<file path="config.mk">
export PLATFORM = sky130hd
export DESIGN_NAME = spectrum_bar_averager_deadband_flat
export DESIGN_NICKNAME = d
export VERILOG_FILES = /design/src/sbad_pkg.sv /design/src/sbad_channels.sv /design/src/sbad_div.sv /design/src/spectrum_bar_averager_deadband.sv /design/src/flat_wrapper.sv
export VERILOG_INCLUDE_DIRS = /design/src /design/src/src
export SDC_FILE = /design/constraint.sdc
export NUM_CORES = 1
export LEC_CHECK = 0
export CORE_MARGIN = 2
export CORE_UTILIZATION = 33
export CTS_CLUSTER_SIZE = 10
export DETAILED_ROUTE_END_ITERATION = 10
export DONT_BUFFER_PORTS = 1
export PLACE_DENSITY = 0.52
export SYNTH_ARGS = -nofsm -noshare
export SYNTH_HDL_FRONTEND = slang
export SYNTH_SLANG_ARGS = --single-unit
</file>
<file path="constraint.sdc">
create_clock -name clk -period 14.8 [get_ports clk]
set_clock_uncertainty 0.05 [all_clocks]
set_input_delay 2.22 -clock clk [delete_from_list [all_inputs] [get_ports clk]]
set_output_delay 2.22 -clock clk [all_outputs]
set_load 0.1 [all_outputs]
</file>
<file path="src/assert_macros.svh">
// ----------------------------------------------------------------------------
// assert_macros.svh
// Concurrent assertion shorthands; they compile away when SYNTH is set.
// ----------------------------------------------------------------------------
`ifndef ASSERT_MACROS_SVH
`define ASSERT_MACROS_SVH

`ifndef SYNTH
// Check prop on every rising clock edge outside reset.
`define SBAD_ASSERT(lbl, prop, msg) \
  lbl: assert property (@(posedge clk) disable iff (rst) prop) else $error(msg);
// Check prop on every rising clock edge, reset included.
`define SBAD_ASSERT_ALWAYS(lbl, prop, msg) \
  lbl: assert property (@(posedge clk) prop) else $error(msg);
`else
`define SBAD_ASSERT(lbl, prop, msg)
`define SBAD_ASSERT_ALWAYS(lbl, prop, msg)
`endif

`endif

</file>
<file path="src/sbad_pkg.sv">
`timescale 1ns / 1ps
// ----------------------------------------------------------------------------
// sbad_pkg
// Shared widths, reset values, register indexes and state codes of the
// spectrum bar averager.
// ----------------------------------------------------------------------------
package sbad_pkg;

  // Payload widths
  localparam int BIN_W      = 16;
  localparam int HEIGHT_W   = 16;
  localparam int BAR_IDX_W  = 4;
  localparam int BPB_W      = 9;
  localparam int MINH_W     = 15;
  localparam int MAXH_W     = 16;
  localparam int THR_W      = 15;
  localparam int CFG_IDX_W  = 2;
  localparam int CFG_DATA_W = 16;

  // Significant bits of one bin sample
  localparam int SAMPLE_BITS = 16;

  // Defaults for the top-level parameters
  localparam int BAR_COUNT_DEF = 16;
  localparam int MAX_BINS_DEF  = 256;

  // Reset values
  localparam logic [HEIGHT_W-1:0] HEIGHT_RESET   = 16'd819;
  localparam logic [BPB_W-1:0]    BPB_RESET      = 9'd16;
  localparam logic [MINH_W-1:0]   MINH_RESET     = 15'd819;
  localparam logic [MAXH_W-1:0]   MAXH_RESET     = 16'd16384;
  localparam logic [THR_W-1:0]    THR_RESET      = 15'd328;

  // Configuration register indexes
  typedef enum logic [CFG_IDX_W-1:0] {
    REG_BINS_PER_BAR     = 2'd0,
    REG_MIN_HEIGHT       = 2'd1,
    REG_MAX_HEIGHT       = 2'd2,
    REG_CHANGE_THRESHOLD = 2'd3
  } cfg_reg_t;

  // Control states
  typedef enum logic [1:0] {
    ST_IDLE = 2'd0,
    ST_DIV  = 2'd1,
    ST_GATE = 2'd2
  } state_t;

endpackage

</file>
<file path="src/sbad_channels.sv">
`timescale 1ns / 1ps
// ----------------------------------------------------------------------------
// sbad_channels
// Valid/ready channels: bin input, bar result and register writes.
// ----------------------------------------------------------------------------
interface sbad_bin_if
  import sbad_pkg::*;
  ();
  logic              valid;
  logic              ready;
  logic [BIN_W-1:0]  bin_value;
  logic              frame_start;
  modport source (output valid, output bin_value, output frame_start, input ready);
  modport sink   (input valid, input bin_value, input frame_start, output ready);
endinterface

interface sbad_bar_if
  import sbad_pkg::*;
  ();
  logic                 valid;
  logic                 ready;
  logic [BAR_IDX_W-1:0] bar_index;
  logic [HEIGHT_W-1:0]  height;
  logic                 changed;
  modport source (output valid, output bar_index, output height, output changed,
                  input ready);
  modport sink   (input valid, input bar_index, input height, input changed,
                  output ready);
endinterface

interface sbad_cfg_if
  import sbad_pkg::*;
  ();
  logic                  valid;
  logic                  ready;
  logic [CFG_IDX_W-1:0]  index;
  logic [CFG_DATA_W-1:0] data;
  modport source (output valid, output index, output data, input ready);
  modport sink   (input valid, input index, input data, output ready);
endinterface

</file>
<file path="src/sbad_div.sv">
`timescale 1ns / 1ps
// ----------------------------------------------------------------------------
// sbad_div
// Restoring unsigned divider, one quotient bit per cycle.
// ----------------------------------------------------------------------------
module sbad_div #(
  parameter int DEND_W = 24,
  parameter int DSOR_W = 9
) (
  input  logic              clk,
  input  logic              rst,
  input  logic              start,
  input  logic [DEND_W-1:0] dividend,
  input  logic [DSOR_W-1:0] divisor,
  output logic              done,
  output logic [DEND_W-1:0] quotient
);

  localparam int STEP_W = $clog2(DEND_W + 1);

  logic              busy;
  logic [STEP_W-1:0] steps;
  logic [DSOR_W-1:0] dsor;
  logic [DSOR_W-1:0] rem;
  logic [DEND_W-1:0] quo;
  logic [DSOR_W:0]   shifted;
  logic [DSOR_W:0]   trial;
  logic              fits;
  logic [DSOR_W-1:0] rem_next;

  // Shift in the next dividend bit and try a subtract
  always_comb begin
    shifted  = {rem, quo[DEND_W-1]};
    trial    = shifted - {1'b0, dsor};
    fits     = ~trial[DSOR_W];
    rem_next = fits ? trial[DSOR_W-1:0] : shifted[DSOR_W-1:0];
  end

  // Step count and completion pulse
  always_ff @(posedge clk) begin
    if (rst) begin
      busy  <= 1'b0;
      steps <= '0;
      done  <= 1'b0;
    end else begin
      done <= 1'b0;
      if (start) begin
        busy  <= 1'b1;
        steps <= STEP_W'(DEND_W);
      end else if (busy) begin
        steps <= steps - 1'b1;
        if (steps == STEP_W'(1)) begin
          busy <= 1'b0;
          done <= 1'b1;
        end
      end
    end
  end

  // Partial remainder and quotient
  always_ff @(posedge clk) begin
    if (start) begin
      quo  <= dividend;
      rem  <= '0;
      dsor <= divisor;
    end else if (busy) begin
      quo <= {quo[DEND_W-2:0], fits};
      rem <= rem_next;
    end
  end

  assign quotient = quo;

endmodule

</file>
<file path="src/spectrum_bar_averager_deadband.sv">
`timescale 1ns / 1ps
// ----------------------------------------------------------------------------
// spectrum_bar_averager_deadband
// Averages runs of spectrum bins into bars and gates height updates with a
// deadband around the stored height of each bar.
// ----------------------------------------------------------------------------
// Usage:
//   bins    : one item per bin (bin_value, frame_start); frame_start marks bin 0
//             of bar 0 and restarts the bar and bin counts.
//   bars    : one item per completed bar (bar_index, height, changed).
//   cfg     : register writes (index, data), always ready; write while idle.
// Input flow: a bin that does not close a bar does not stall the input. A bin that
//   closes a bar runs the shared restoring divider, one quotient bit a cycle,
//   so input stalls through the divide and gate steps (ready only in ST_IDLE).
// Result path: closing bin -> ST_DIV (divide) -> ST_GATE -> output register.
// Heights live in a BAR_COUNT-entry memory with registered read; per-entry
//   valid bits make unwritten bars read as the reset height, so no clearing
//   pass is needed after reset.
// Reset: registers take their defaults, counters clear, all heights read 819.
// Stall: while a result waits, bins keep being taken; the next closing bar
//   holds in the gate step until the output register is free.
// ----------------------------------------------------------------------------
`include "assert_macros.svh"

module spectrum_bar_averager_deadband
  import sbad_pkg::*;
#(
  parameter int BAR_COUNT        = BAR_COUNT_DEF,
  parameter int MAX_BINS_PER_BAR = MAX_BINS_DEF
) (
  input  logic clk,
  input  logic rst,
  sbad_bin_if.sink   in_ch,
  sbad_bar_if.source out_ch,
  sbad_cfg_if.sink   cfg
);

  localparam int CNT_W = $clog2(MAX_BINS_PER_BAR + 1);
  localparam int ACC_W = BIN_W + CNT_W;
  localparam int BAR_W = $clog2(BAR_COUNT + 1);
  localparam int IDX_W = (BAR_COUNT > 1) ? $clog2(BAR_COUNT) : 1;
  localparam int EFF_W = (CNT_W > BPB_W) ? CNT_W : BPB_W;
  localparam logic [BIN_W-1:0] SAMPLE_MASK =
    (SAMPLE_BITS >= BIN_W) ? {BIN_W{1'b1}} : BIN_W'((1 << SAMPLE_BITS) - 1);

  // Configuration registers
  logic [BPB_W-1:0]  bins_per_bar;
  logic [MINH_W-1:0] min_height;
  logic [MAXH_W-1:0] max_height;
  logic [THR_W-1:0]  change_threshold;

  // Accumulation state
  logic [ACC_W-1:0] acc;
  logic [CNT_W-1:0] bin_cnt;
  logic [BAR_W-1:0] bar_cnt;
  state_t           state;
  state_t           state_next;

  // Height store
  logic [HEIGHT_W-1:0]  mem [BAR_COUNT];
  logic [HEIGHT_W-1:0]  rd_data;
  logic [BAR_COUNT-1:0] hvalid;
  logic [IDX_W-1:0]     idx;

  // Output register
  logic                 out_valid;
  logic [BAR_IDX_W-1:0] out_index;
  logic [HEIGHT_W-1:0]  out_height;
  logic                 out_changed;

  // Datapath signals
  logic                 in_ready;
  logic                 accept;
  logic                 gate_fire;
  logic [EFF_W-1:0]     bpb_ext;
  logic [EFF_W-1:0]     n_full;
  logic [CNT_W-1:0]     n_eff;
  logic [BIN_W-1:0]     sample;
  logic [BAR_W-1:0]     bar_base;
  logic [ACC_W-1:0]     acc_base;
  logic [CNT_W-1:0]     cnt_base;
  logic [ACC_W-1:0]     acc_sum;
  logic [CNT_W-1:0]     cnt_inc;
  logic                 overrun;
  logic                 bar_close;
  logic                 div_done;
  logic [ACC_W-1:0]     quotient;
  logic [ACC_W-1:0]     h_lo;
  logic [ACC_W-1:0]     h_clamp;
  logic [HEIGHT_W-1:0]  h;
  logic [HEIGHT_W-1:0]  old_h;
  logic [HEIGHT_W-1:0]  diff;
  logic                 chg;
  logic [BAR_W+BAR_IDX_W-1:0] bar_wide;

  // Register writes
  assign cfg.ready = 1'b1;

  always_ff @(posedge clk) begin
    if (rst) begin
      bins_per_bar     <= BPB_RESET;
      min_height       <= MINH_RESET;
      max_height       <= MAXH_RESET;
      change_threshold <= THR_RESET;
    end else if (cfg.valid) begin
      case (cfg_reg_t'(cfg.index))
        REG_BINS_PER_BAR:     bins_per_bar     <= cfg.data[BPB_W-1:0];
        REG_MIN_HEIGHT:       min_height       <= cfg.data[MINH_W-1:0];
        REG_MAX_HEIGHT:       max_height       <= cfg.data[MAXH_W-1:0];
        REG_CHANGE_THRESHOLD: change_threshold <= cfg.data[THR_W-1:0];
        default: ;
      endcase
    end
  end

  // Effective bins per bar: zero acts as one, clip to the maximum
  always_comb begin
    bpb_ext = EFF_W'(bins_per_bar);
    if (bins_per_bar == '0) begin
      n_full = EFF_W'(1);
    end else if (bpb_ext > EFF_W'(MAX_BINS_PER_BAR)) begin
      n_full = EFF_W'(MAX_BINS_PER_BAR);
    end else begin
      n_full = bpb_ext;
    end
    n_eff = n_full[CNT_W-1:0];
  end

  // Take one bin into the running bar
  always_comb begin
    sample    = in_ch.bin_value & SAMPLE_MASK;
    bar_base  = in_ch.frame_start ? '0 : bar_cnt;
    acc_base  = in_ch.frame_start ? '0 : acc;
    cnt_base  = in_ch.frame_start ? '0 : bin_cnt;
    acc_sum   = acc_base + ACC_W'(sample);
    cnt_inc   = cnt_base + 1'b1;
    overrun   = (bar_base >= BAR_W'(BAR_COUNT));
    bar_close = !overrun && (cnt_inc >= n_eff);
  end

  assign accept = in_ch.valid && in_ready;

  // Next state
  always_comb begin
    state_next = state;
    case (state)
      ST_IDLE: if (accept && bar_close) state_next = ST_DIV;
      ST_DIV:  if (div_done) state_next = ST_GATE;
      ST_GATE: if (gate_fire) state_next = ST_IDLE;
      default: state_next = ST_IDLE;
    endcase
  end

  // State outputs
  always_comb begin
    in_ready  = (state == ST_IDLE);
    gate_fire = (state == ST_GATE) && (!out_valid || out_ch.ready);
  end

  always_ff @(posedge clk) begin
    if (rst) begin
      state <= ST_IDLE;
    end else begin
      state <= state_next;
    end
  end

  // Counters and accumulator
  always_ff @(posedge clk) begin
    if (rst) begin
      acc     <= '0;
      bin_cnt <= '0;
      bar_cnt <= '0;
    end else if (accept) begin
      bar_cnt <= bar_base;
      if (overrun) begin
        acc     <= acc_base;
        bin_cnt <= cnt_base;
      end else if (bar_close) begin
        acc     <= '0;
        bin_cnt <= '0;
      end else begin
        acc     <= acc_sum;
        bin_cnt <= cnt_inc;
      end
    end else if (gate_fire) begin
      bar_cnt <= bar_cnt + 1'b1;
    end
  end

  // Mean of the closed bar
  sbad_div #(
    .DEND_W (ACC_W),
    .DSOR_W (CNT_W)
  ) u_div (
    .clk      (clk),
    .rst      (rst),
    .start    (accept && bar_close),
    .dividend (acc_sum),
    .divisor  (n_eff),
    .done     (div_done),
    .quotient (quotient)
  );

  // Height store: read the current bar every cycle, write on update
  assign idx = bar_cnt[IDX_W-1:0];

  always_ff @(posedge clk) begin
    if (gate_fire && chg) begin
      mem[idx] <= h;
    end
    rd_data <= mem[idx];
  end

  always_ff @(posedge clk) begin
    if (rst) begin
      hvalid <= '0;
    end else if (gate_fire && chg) begin
      hvalid[idx] <= 1'b1;
    end
  end

  // Clamp, then compare against the stored height
  always_comb begin
    h_lo    = (quotient < ACC_W'(min_height)) ? ACC_W'(min_height) : quotient;
    h_clamp = (h_lo > ACC_W'(max_height)) ? ACC_W'(max_height) : h_lo;
    h       = h_clamp[HEIGHT_W-1:0];
    old_h   = hvalid[idx] ? rd_data : HEIGHT_RESET;
    diff    = (h > old_h) ? (h - old_h) : (old_h - h);
    chg     = (diff > HEIGHT_W'(change_threshold));
    bar_wide = {{BAR_IDX_W{1'b0}}, bar_cnt};
  end

  // Result register
  always_ff @(posedge clk) begin
    if (rst) begin
      out_valid <= 1'b0;
    end else if (gate_fire) begin
      out_valid <= 1'b1;
    end else if (out_ch.ready) begin
      out_valid <= 1'b0;
    end
  end

  always_ff @(posedge clk) begin
    if (gate_fire) begin
      out_index   <= bar_wide[BAR_IDX_W-1:0];
      out_height  <= chg ? h : old_h;
      out_changed <= chg;
    end
  end

  assign out_ch.valid     = out_valid;
  assign out_ch.bar_index = out_index;
  assign out_ch.height    = out_height;
  assign out_ch.changed   = out_changed;
  assign in_ch.ready      = in_ready;

  // Assertions
  `SBAD_ASSERT(a_done_in_div, div_done |-> (state == ST_DIV), "divider done outside ST_DIV")
  `SBAD_ASSERT(a_close_starts_div, (accept && bar_close) |=> (state == ST_DIV),
               "closing bin did not start the divider")
  `SBAD_ASSERT(a_result_from_gate, $rose(out_valid) |-> $past(state == ST_GATE),
               "result appeared without a gate step")
  `SBAD_ASSERT(a_gate_in_range, (state == ST_GATE) |-> (bar_cnt < BAR_W'(BAR_COUNT)),
               "gate step on a bar past the last one")

endmodule
</file>
<file path="src/flat_wrapper.sv">
// flat-port wrapper written by rule: the top's interface ports become plain ports
module spectrum_bar_averager_deadband_flat import sbad_pkg::*;
#(
  parameter int BAR_COUNT        = BAR_COUNT_DEF,
  parameter int MAX_BINS_PER_BAR = MAX_BINS_DEF
)
  (clk, rst, in_ch_valid, in_ch_bin_value, in_ch_frame_start, in_ch_ready, out_ch_valid, out_ch_bar_index, out_ch_height, out_ch_changed, out_ch_ready, cfg_valid, cfg_index, cfg_data, cfg_ready);
  sbad_bin_if in_ch_i ();
  sbad_bar_if out_ch_i ();
  sbad_cfg_if cfg_i ();
  input  logic clk;
  input  logic rst;
  input wire logic [$bits(in_ch_i.valid)-1:0] in_ch_valid;
  input wire logic [$bits(in_ch_i.bin_value)-1:0] in_ch_bin_value;
  input wire logic [$bits(in_ch_i.frame_start)-1:0] in_ch_frame_start;
  output wire logic [$bits(in_ch_i.ready)-1:0] in_ch_ready;
  output wire logic [$bits(out_ch_i.valid)-1:0] out_ch_valid;
  output wire logic [$bits(out_ch_i.bar_index)-1:0] out_ch_bar_index;
  output wire logic [$bits(out_ch_i.height)-1:0] out_ch_height;
  output wire logic [$bits(out_ch_i.changed)-1:0] out_ch_changed;
  input wire logic [$bits(out_ch_i.ready)-1:0] out_ch_ready;
  input wire logic [$bits(cfg_i.valid)-1:0] cfg_valid;
  input wire logic [$bits(cfg_i.index)-1:0] cfg_index;
  input wire logic [$bits(cfg_i.data)-1:0] cfg_data;
  output wire logic [$bits(cfg_i.ready)-1:0] cfg_ready;
  assign in_ch_i.valid = in_ch_valid;
  assign in_ch_i.bin_value = in_ch_bin_value;
  assign in_ch_i.frame_start = in_ch_frame_start;
  assign in_ch_ready = in_ch_i.ready;
  assign out_ch_valid = out_ch_i.valid;
  assign out_ch_bar_index = out_ch_i.bar_index;
  assign out_ch_height = out_ch_i.height;
  assign out_ch_changed = out_ch_i.changed;
  assign out_ch_i.ready = out_ch_ready;
  assign cfg_i.valid = cfg_valid;
  assign cfg_i.index = cfg_index;
  assign cfg_i.data = cfg_data;
  assign cfg_ready = cfg_i.ready;
  spectrum_bar_averager_deadband #(.BAR_COUNT(BAR_COUNT), .MAX_BINS_PER_BAR(MAX_BINS_PER_BAR)) u_core (.clk(clk), .rst(rst), .in_ch(in_ch_i), .out_ch(out_ch_i), .cfg(cfg_i));
endmodule
</file>
==> results.py, run 1 <==
metrics = {
    "timing": {
        "final.setup.tns_ns": 0,
        "rsz0062_at_grt": "no",
        "period_needed_ns": 11.39,
        "tightestPinTransition_ns": 1.25,
        "post-route-period-util": 0.770,
        "drv_slew": 0,
        "final_hold_viol_count": 0,
        "slew_headroom": 0.166,
        "final-setup-viol-count": 0,
        "max_freq_ghz": 0.0878,
    },
    "global_route": {
        "antenna_found_initial": 0,
        "grt_max_degree": 130,
        "globalRouteOverflowTotal": 0,
        "grt_pass1_wl_um": 86200,
        "grt_pass1_vias": 14300,
        "grt_use_total": 0.160,
    },
    "die": {
        "io_pins": 64,
        "core-area_sq_um": 66900,
        "fp-row-count": 95,
        "design.die.area_sq_um": 69400,
        "start_util": 0.332,
        "dieWidth_um": 263,
        "die_h_um": 263,
    },
    "placed_design": {
        "post_dp_cell_area_sq_um": 23300,
        "place_hpwl_um": 37900,
        "dp_cells": 2664,
        "port_buffers": 0,
        "gp_congestion": 0.844,
    },
    "pwr": {
        "p_switching_uw": 756,
        "pwr-share-seq": 0.469,
        "p_int_mw": 2.26,
        "power.leakage_nw": 8.84,
        "switching_share": 0.251,
        "p_per_area_nw_per_um2": 121,
        "total_power_mw": 3.01,
        "combPwrFrac": 0.116,
        "ir_drop_mv": 0.0830,
        "clkPwrFrac": 0.414,
    },
    "route": {
        "post-route-drc-count": 0,
        "ant_nets": 0,
        "num_vias": 14300,
        "drtIter0Drc": 979,
        "drt_first_pass_iters": 7,
        "wirelength_um": 56100,
        "wl_per_cell_um": 20.3,
        "vias_per_cell": 5.15,
    },
    "synthesis": {
        "yosysTopAreaCell": "edfxtp_1",
        "yosysTopAreaCellShare": 0.420,
        "synthCells": 1858,
        "yosysSeqAreaShare": 0.551,
        "synth-seq-cells": 456,
        "yosysWarnings": 0,
        "synth.distinct_cells": 75,
        "async_reset_ff_frac": 0,
        "synth_nets": 2018,
        "synth-edff-count": 311,
        "ys_top_cells_by_area": "edfxtp_1, dfxtp_1, mux4_2",
        "synth.avg_cell_area_sq_um": 12.0,
        "syn_area_sq_um": 22200,
        "synthFlopType": "edfxtp_1",
    },
    "clock_network": {
        "clk-insertion-delay-late_ns": 0.63,
        "hold_buffers": 0,
        "cts-root-buf": "clkbuf_16",
        "htreeDepth": 2,
        "cts_tree": "done",
        "clockBufferDepth": 3,
        "clkTransAtPathRegs_ns": 0.07,
        "post-cts-setup-buffers": 0,
        "cts_resized": 0,
        "cts_buffers": 54,
        "cts.sinks": 456,
    },
    "cells_and_area": {
        "antenna_cells": 0,
        "nets": 2007,
        "post-route-util": 0.373,
        "syn_to_final_growth_pct": 12.2,
        "num-fill-cells": 6382,
        "fin_cells": 2766,
        "drive_above_1_share": 0.118,
        "fin_area_sq_um": 24900,
        "final_cell_mix": "edfxtp_1, nand2_1, dfxtp_1, inv_1, a21oi_1",
        "layout_commonest_cell": "edfxtp_1",
    },
    "setup_path": {
        "end_kind": "register",
        "crit_top_cell": "a21oi_1",
        "start_kind": "register",
        "cp.arrival_ns": 11.57,
        "critPathMaxFanout": 49,
        "cp_num_buf_inv": 3,
        "cp_slowest_cell": "nor2_1",
        "crit_type": "register to register",
        "crit_family": "compound AO/OA/AOI/OAI gates",
        "cp_slowest_stage_delay_ns": 0.96,
        "crit_required_ns": 14.98,
    },
    "status": {
        "status": "complete, no violations",
    },
    "min_path": {
        "min_path_type": "register to register",
    },
    "job": {
        "cap_violations": 0,
    },
}
==> path summary, 6_finish.rpt <==
| check | from | end | slack (ns) | cells after the start |
|---|---|---|---|---|
| max | u_core.u_div.quotient[6] | u_core.mem[13][11] | 3.41 | 35 |
| min | u_core.bar_cnt[3] | u_core.out_ch.bar_index[3] | 0.38 | 0 |
| max reg2reg | u_core.u_div.quotient[6] | u_core.mem[13][11] | 3.41 | 35 |
| min reg2reg | u_core.bar_cnt[3] | u_core.out_ch.bar_index[3] | 0.38 | 0 |
==> metal layers <==
metal | share of wire | GRT usage | wire, um | up-vias
met2 | 0.47 | 0.263 | 26500 | 264
met4 | 0.026 | 0.0497 | 1480 | 0
met5 | 0 | 0 | 0 | -
met3 | 0.042 | 0.0262 | 2350 | 80
li1 | - | - | - | 6781
met1 | 0.46 | 0.217 | 25800 | 7127
==> worst reg2reg max path, delay by kind of cell (launching register included) <==
family | cells | cell delay [ns]
flops | 1 | 0.42
fa+ha+maj | 4 | 1.41
buf+inv | 3 | 1.11
xor+xnor | 1 | 0.10
mux | 3 | 1.42
compound gates | 17 | 3.50
simple gates | 7 | 3.02
==> cell families after synthesis <==
| family | share of synthesized area |
|---|---|
| and+or+nand+nor | 0.109 |
| DFF | 0.551 |
| AOI/OAI and AO/OA | 0.0941 |
| buffers and inverters | 0.0398 |
| muxes | 0.116 |
| adders and majority gates | 0.0686 |
| xor gates and xnor gates | 0.0209 |
| other | 0.000169 |
==> power by group through the flow <==
stage          sequential, mW  clock (mW)  combinational (mW)
6_report                 1.41        1.25               0.351
5_1_grt                  1.42        1.33               0.395
4_1_cts                  1.41        1.28               0.355
3_5_place_dp             1.44           0               0.352
3_3_place_gp             1.44           0               0.349
2_1_floorplan            1.43           0               0.277
==> state kept, by name, summed over array words and instances, names as in the netlist, 4 cells and up <==
signal / flops
u_core.out_ch.bar_index: 4
u_core.rd_data: 16
u_core.change_threshold: 15
u_core.bin_cnt: 9
u_core.max_height: 16
u_core.bins_per_bar: 9
u_core.u_div.steps: 5
u_core.u_div.rem: 9
u_core.mem: 256
u_core.hvalid: 16
u_core.u_div.dsor: 9
u_core.bar_cnt: 5
u_core.min_height: 15
u_core.acc: 25
u_core.out_ch.height: 16
u_core.u_div.quotient: 25
==> through the flow <==
step | setup slack [ns] | hold WS (ns)
3_5_place_dp | 3.39 | 0.363
2_1_floorplan | 4.26 | 0.372
6_report | 3.41 | 0.379
3_3_place_gp | 3.65 | 0.359
5_1_grt | 2.57 | 0.383
4_1_cts | 3.44 | 0.379
==> cells in the mapped netlist, types with 8 or more instances <==
master,number
xor2_1,20
xnor2_1,33
nor4b_1,10
a31oi_1,11
nand3b_1,14
nand2b_1,20
nand4_1,10
o32ai_1,8
a211oi_1,15
o21ai_0,57
o22ai_1,8
a22oi_1,11
nor3_1,25
nand3_1,35
nor2_1,96
nor2b_1,37
buf_1,11
inv_1,135
a21o_1,36
dfxtp_1,145
clkbuf_1,74
or3_1,12
mux2_2,13
a21oi_1,118
mux2i_1,55
ha_1,117
edfxtp_1,311
and3_1,11
mux4_2,83
nand2_1,222
==> layout make-up <==
type,instances,area [sq um],share of cell area
Sequential cell,456,12300,0.491
Timing Repair Buffer,26,195,0.00783
Multi-Input combinational cell,1172,9210,0.369
Clock buffer,94,1530,0.0614
Inverter,137,514,0.0206
Clock inverter,8,145,0.00582
Tap cell,873,1090,0.0438
Note: power is estimated with default switching activity, not from simulation.
==> run 2, diff against run 1 <==
Clock period 14.8 ns to 11 ns, I/O delays scaled along.
==> run 2 against run 1 <==
Sequential power increased by 35%; final cell count grew 0.54%; routed wire length is 2.8% higher; critical endpoint is now u_core.mem[2][2]; power grew 36%; non-clock buffer count up 15; maximum frequency is 11% higher; first-iteration DRC count rose by 35%; sequential share of layout area is 0.35 points lower; final area grew 0.71%; count of clock-buffer cells in the layout fell by 2; largest cell class unchanged; worst hold slack better by 0.024 ns.
==> results.py, run 2 (synthesis results as in run 1) <==
metrics = {
    "pwr": {
        "clkPwrFrac": 0.420,
        "p_switching_mw": 1.04,
        "switching_share": 0.252,
        "combPwrFrac": 0.117,
        "ir_drop_mv": 0.120,
        "power.leakage_nw": 8.93,
        "p_per_area_nw_per_um2": 164,
        "pwr-share-seq": 0.463,
        "p_int_mw": 3.07,
    },
    "setup_path": {
        "reg2reg_slack_ns": 0.77,
        "critPathMaxFanout": 49,
        "crit_required_ns": 11.23,
        "reg2reg_from": "u_core.u_div.quotient[4]",
        "crit_family": "compound AO/OA/AOI/OAI gates",
        "crit_top_cell": "a21oi_1",
        "crit_type": "register to register",
        "cp_num_buf_inv": 5,
        "cp_slowest_cell": "a21oi_1",
        "cp.arrival_ns": 10.46,
        "end_kind": "register",
        "cp_slowest_stage_delay_ns": 0.90,
        "start_kind": "register",
        "crit_start": "u_core.u_div.quotient[4]",
    },
    "placed_design": {
        "port_buffers": 0,
        "gp_congestion": 0.874,
        "place_hpwl_um": 39700,
        "post_dp_cell_area_sq_um": 23400,
    },
    "cells_and_area": {
        "drive_above_1_share": 0.126,
        "final_cell_mix": "edfxtp_1, nand2_1, dfxtp_1, inv_1, a21oi_1",
        "largest_reg_flops": 256,
        "nets": 2023,
        "layout_commonest_cell": "edfxtp_1",
        "fin_area_sq_um": 25100,
        "num-fill-cells": 6430,
        "antenna_cells": 0,
        "regMostFlops": "u_core.mem",
        "syn_to_final_growth_pct": 13.0,
    },
    "timing": {
        "drv_slew": 0,
        "period_needed_ns": 10.23,
        "final.setup.tns_ns": 0,
        "post-route-period-util": 0.930,
        "max_freq_ghz": 0.0978,
        "slew_headroom": 0.231,
        "final-setup-viol-count": 0,
        "tightestPinTransition_ns": 1.15,
        "rsz0062_at_grt": "no",
        "final_hold_viol_count": 0,
    },
    "clock_network": {
        "cts_tree": "done",
        "hold_buffers": 0,
        "cts-root-buf": "clkbuf_16",
        "clkTransAtPathRegs_ns": 0.06,
        "cts_resized": 0,
        "cts.sinks": 456,
        "post-cts-setup-buffers": 0,
        "cts_buffers": 55,
        "clk-insertion-delay-late_ns": 0.64,
        "clockBufferDepth": 3,
        "htreeDepth": 2,
    },
    "die": {
        "design.die.area_sq_um": 69400,
        "die_h_um": 263,
        "fp-row-count": 95,
        "dieWidth_um": 263,
        "io_pins": 64,
        "core-area_sq_um": 66900,
        "start_util": 0.332,
    },
    "global_route": {
        "globalRouteOverflowTotal": 0,
        "grt_max_degree": 130,
        "antenna_found_initial": 1,
        "grt_pass1_wl_um": 89300,
        "grt_use_total": 0.166,
        "grt_pass1_vias": 14500,
    },
    "route": {
        "post-route-drc-count": 0,
        "drtIter0Drc": 1319,
        "num_vias": 14300,
        "vias_per_cell": 5.15,
        "wl_per_cell_um": 20.7,
        "drt_first_pass_iters": 5,
        "wirelength_um": 57700,
        "ant_nets": 0,
    },
    "min_path": {
        "min_path_type": "register to register",
        "hold_path_startpoint": "u_core.hvalid[7]",
    },
    "status": {
        "status": "complete, no violations",
    },
    "job": {
        "cap_violations": 0,
    },
}
==> run 2: changes by cell type in the layout (fill, tap and decap cells not counted), moves of 2 or more <==
cell / delta
buf_4: +14
clkbuf_16: +2
clkbuf_1: -5
clkinv_1: +3
==> run 2: power groups by stage <==
stage | sequential, mW | combinational, mW | clock [mW]
floorplan | 1.93 | 0.373 | 0
global placement | 1.94 | 0.474 | 0
detailed placement | 1.94 | 0.483 | 0
CTS | 1.90 | 0.486 | 1.77
global route | 1.91 | 0.546 | 1.84
finish | 1.90 | 0.479 | 1.73
==> run 2: path summary, 6_finish.rpt <==
path,cells past startpoint,end
max,37,u_core.mem[2][2]
min,2,u_core.hvalid[7]
max reg2reg,37,u_core.mem[2][2]
min reg2reg,2,u_core.hvalid[7]
==> run 2: worst register-to-register path: cells and delay by family, from the launching register on <==
family          cells  cell delay, ns
flops               1            0.43
buf+inv             5            1.45
fa+ha+maj           4            1.66
simple gates        7            1.46
xor+xnor            1            0.15
mux                 2            0.92
compound gates     18            3.80
==> run 2: layer usage <==
layer	up-vias	wire length, um	track usage	part of all wire
met5	-	0	0	0
met2	293	26700	0.269	0.46
li1	6811	-	-	-
met4	0	2010	0.0599	0.035
met1	7114	26600	0.227	0.46
met3	105	2340	0.0244	0.041
==> run 2: cell type report <==
type / count / area [sq um] / area share
sequential: 456 / 12300 / 0.488
multi-input combinational: 1172 / 9210 / 0.367
clock buffer: 92 / 1580 / 0.0628
tap: 873 / 1090 / 0.0435
inverter: 137 / 514 / 0.0205
timing repair buffer: 41 / 320 / 0.0128
clock inverter: 10 / 153 / 0.00608
==> run 2: stage by stage <==
stage	util	cells	total power [mW]	hold WS, ns	worst slack, ns
2_1_floorplan	-	1858	2.30	0.372	0.458
3_3_place_gp	0.349	2679	2.41	0.380	1.02
3_5_place_dp	0.349	2679	2.42	0.391	0.906
4_1_cts	0.375	2781	4.16	0.400	0.842
5_1_grt	0.375	2781	4.29	0.417	0.0654
6_report	0.375	2781	4.11	0.403	0.772
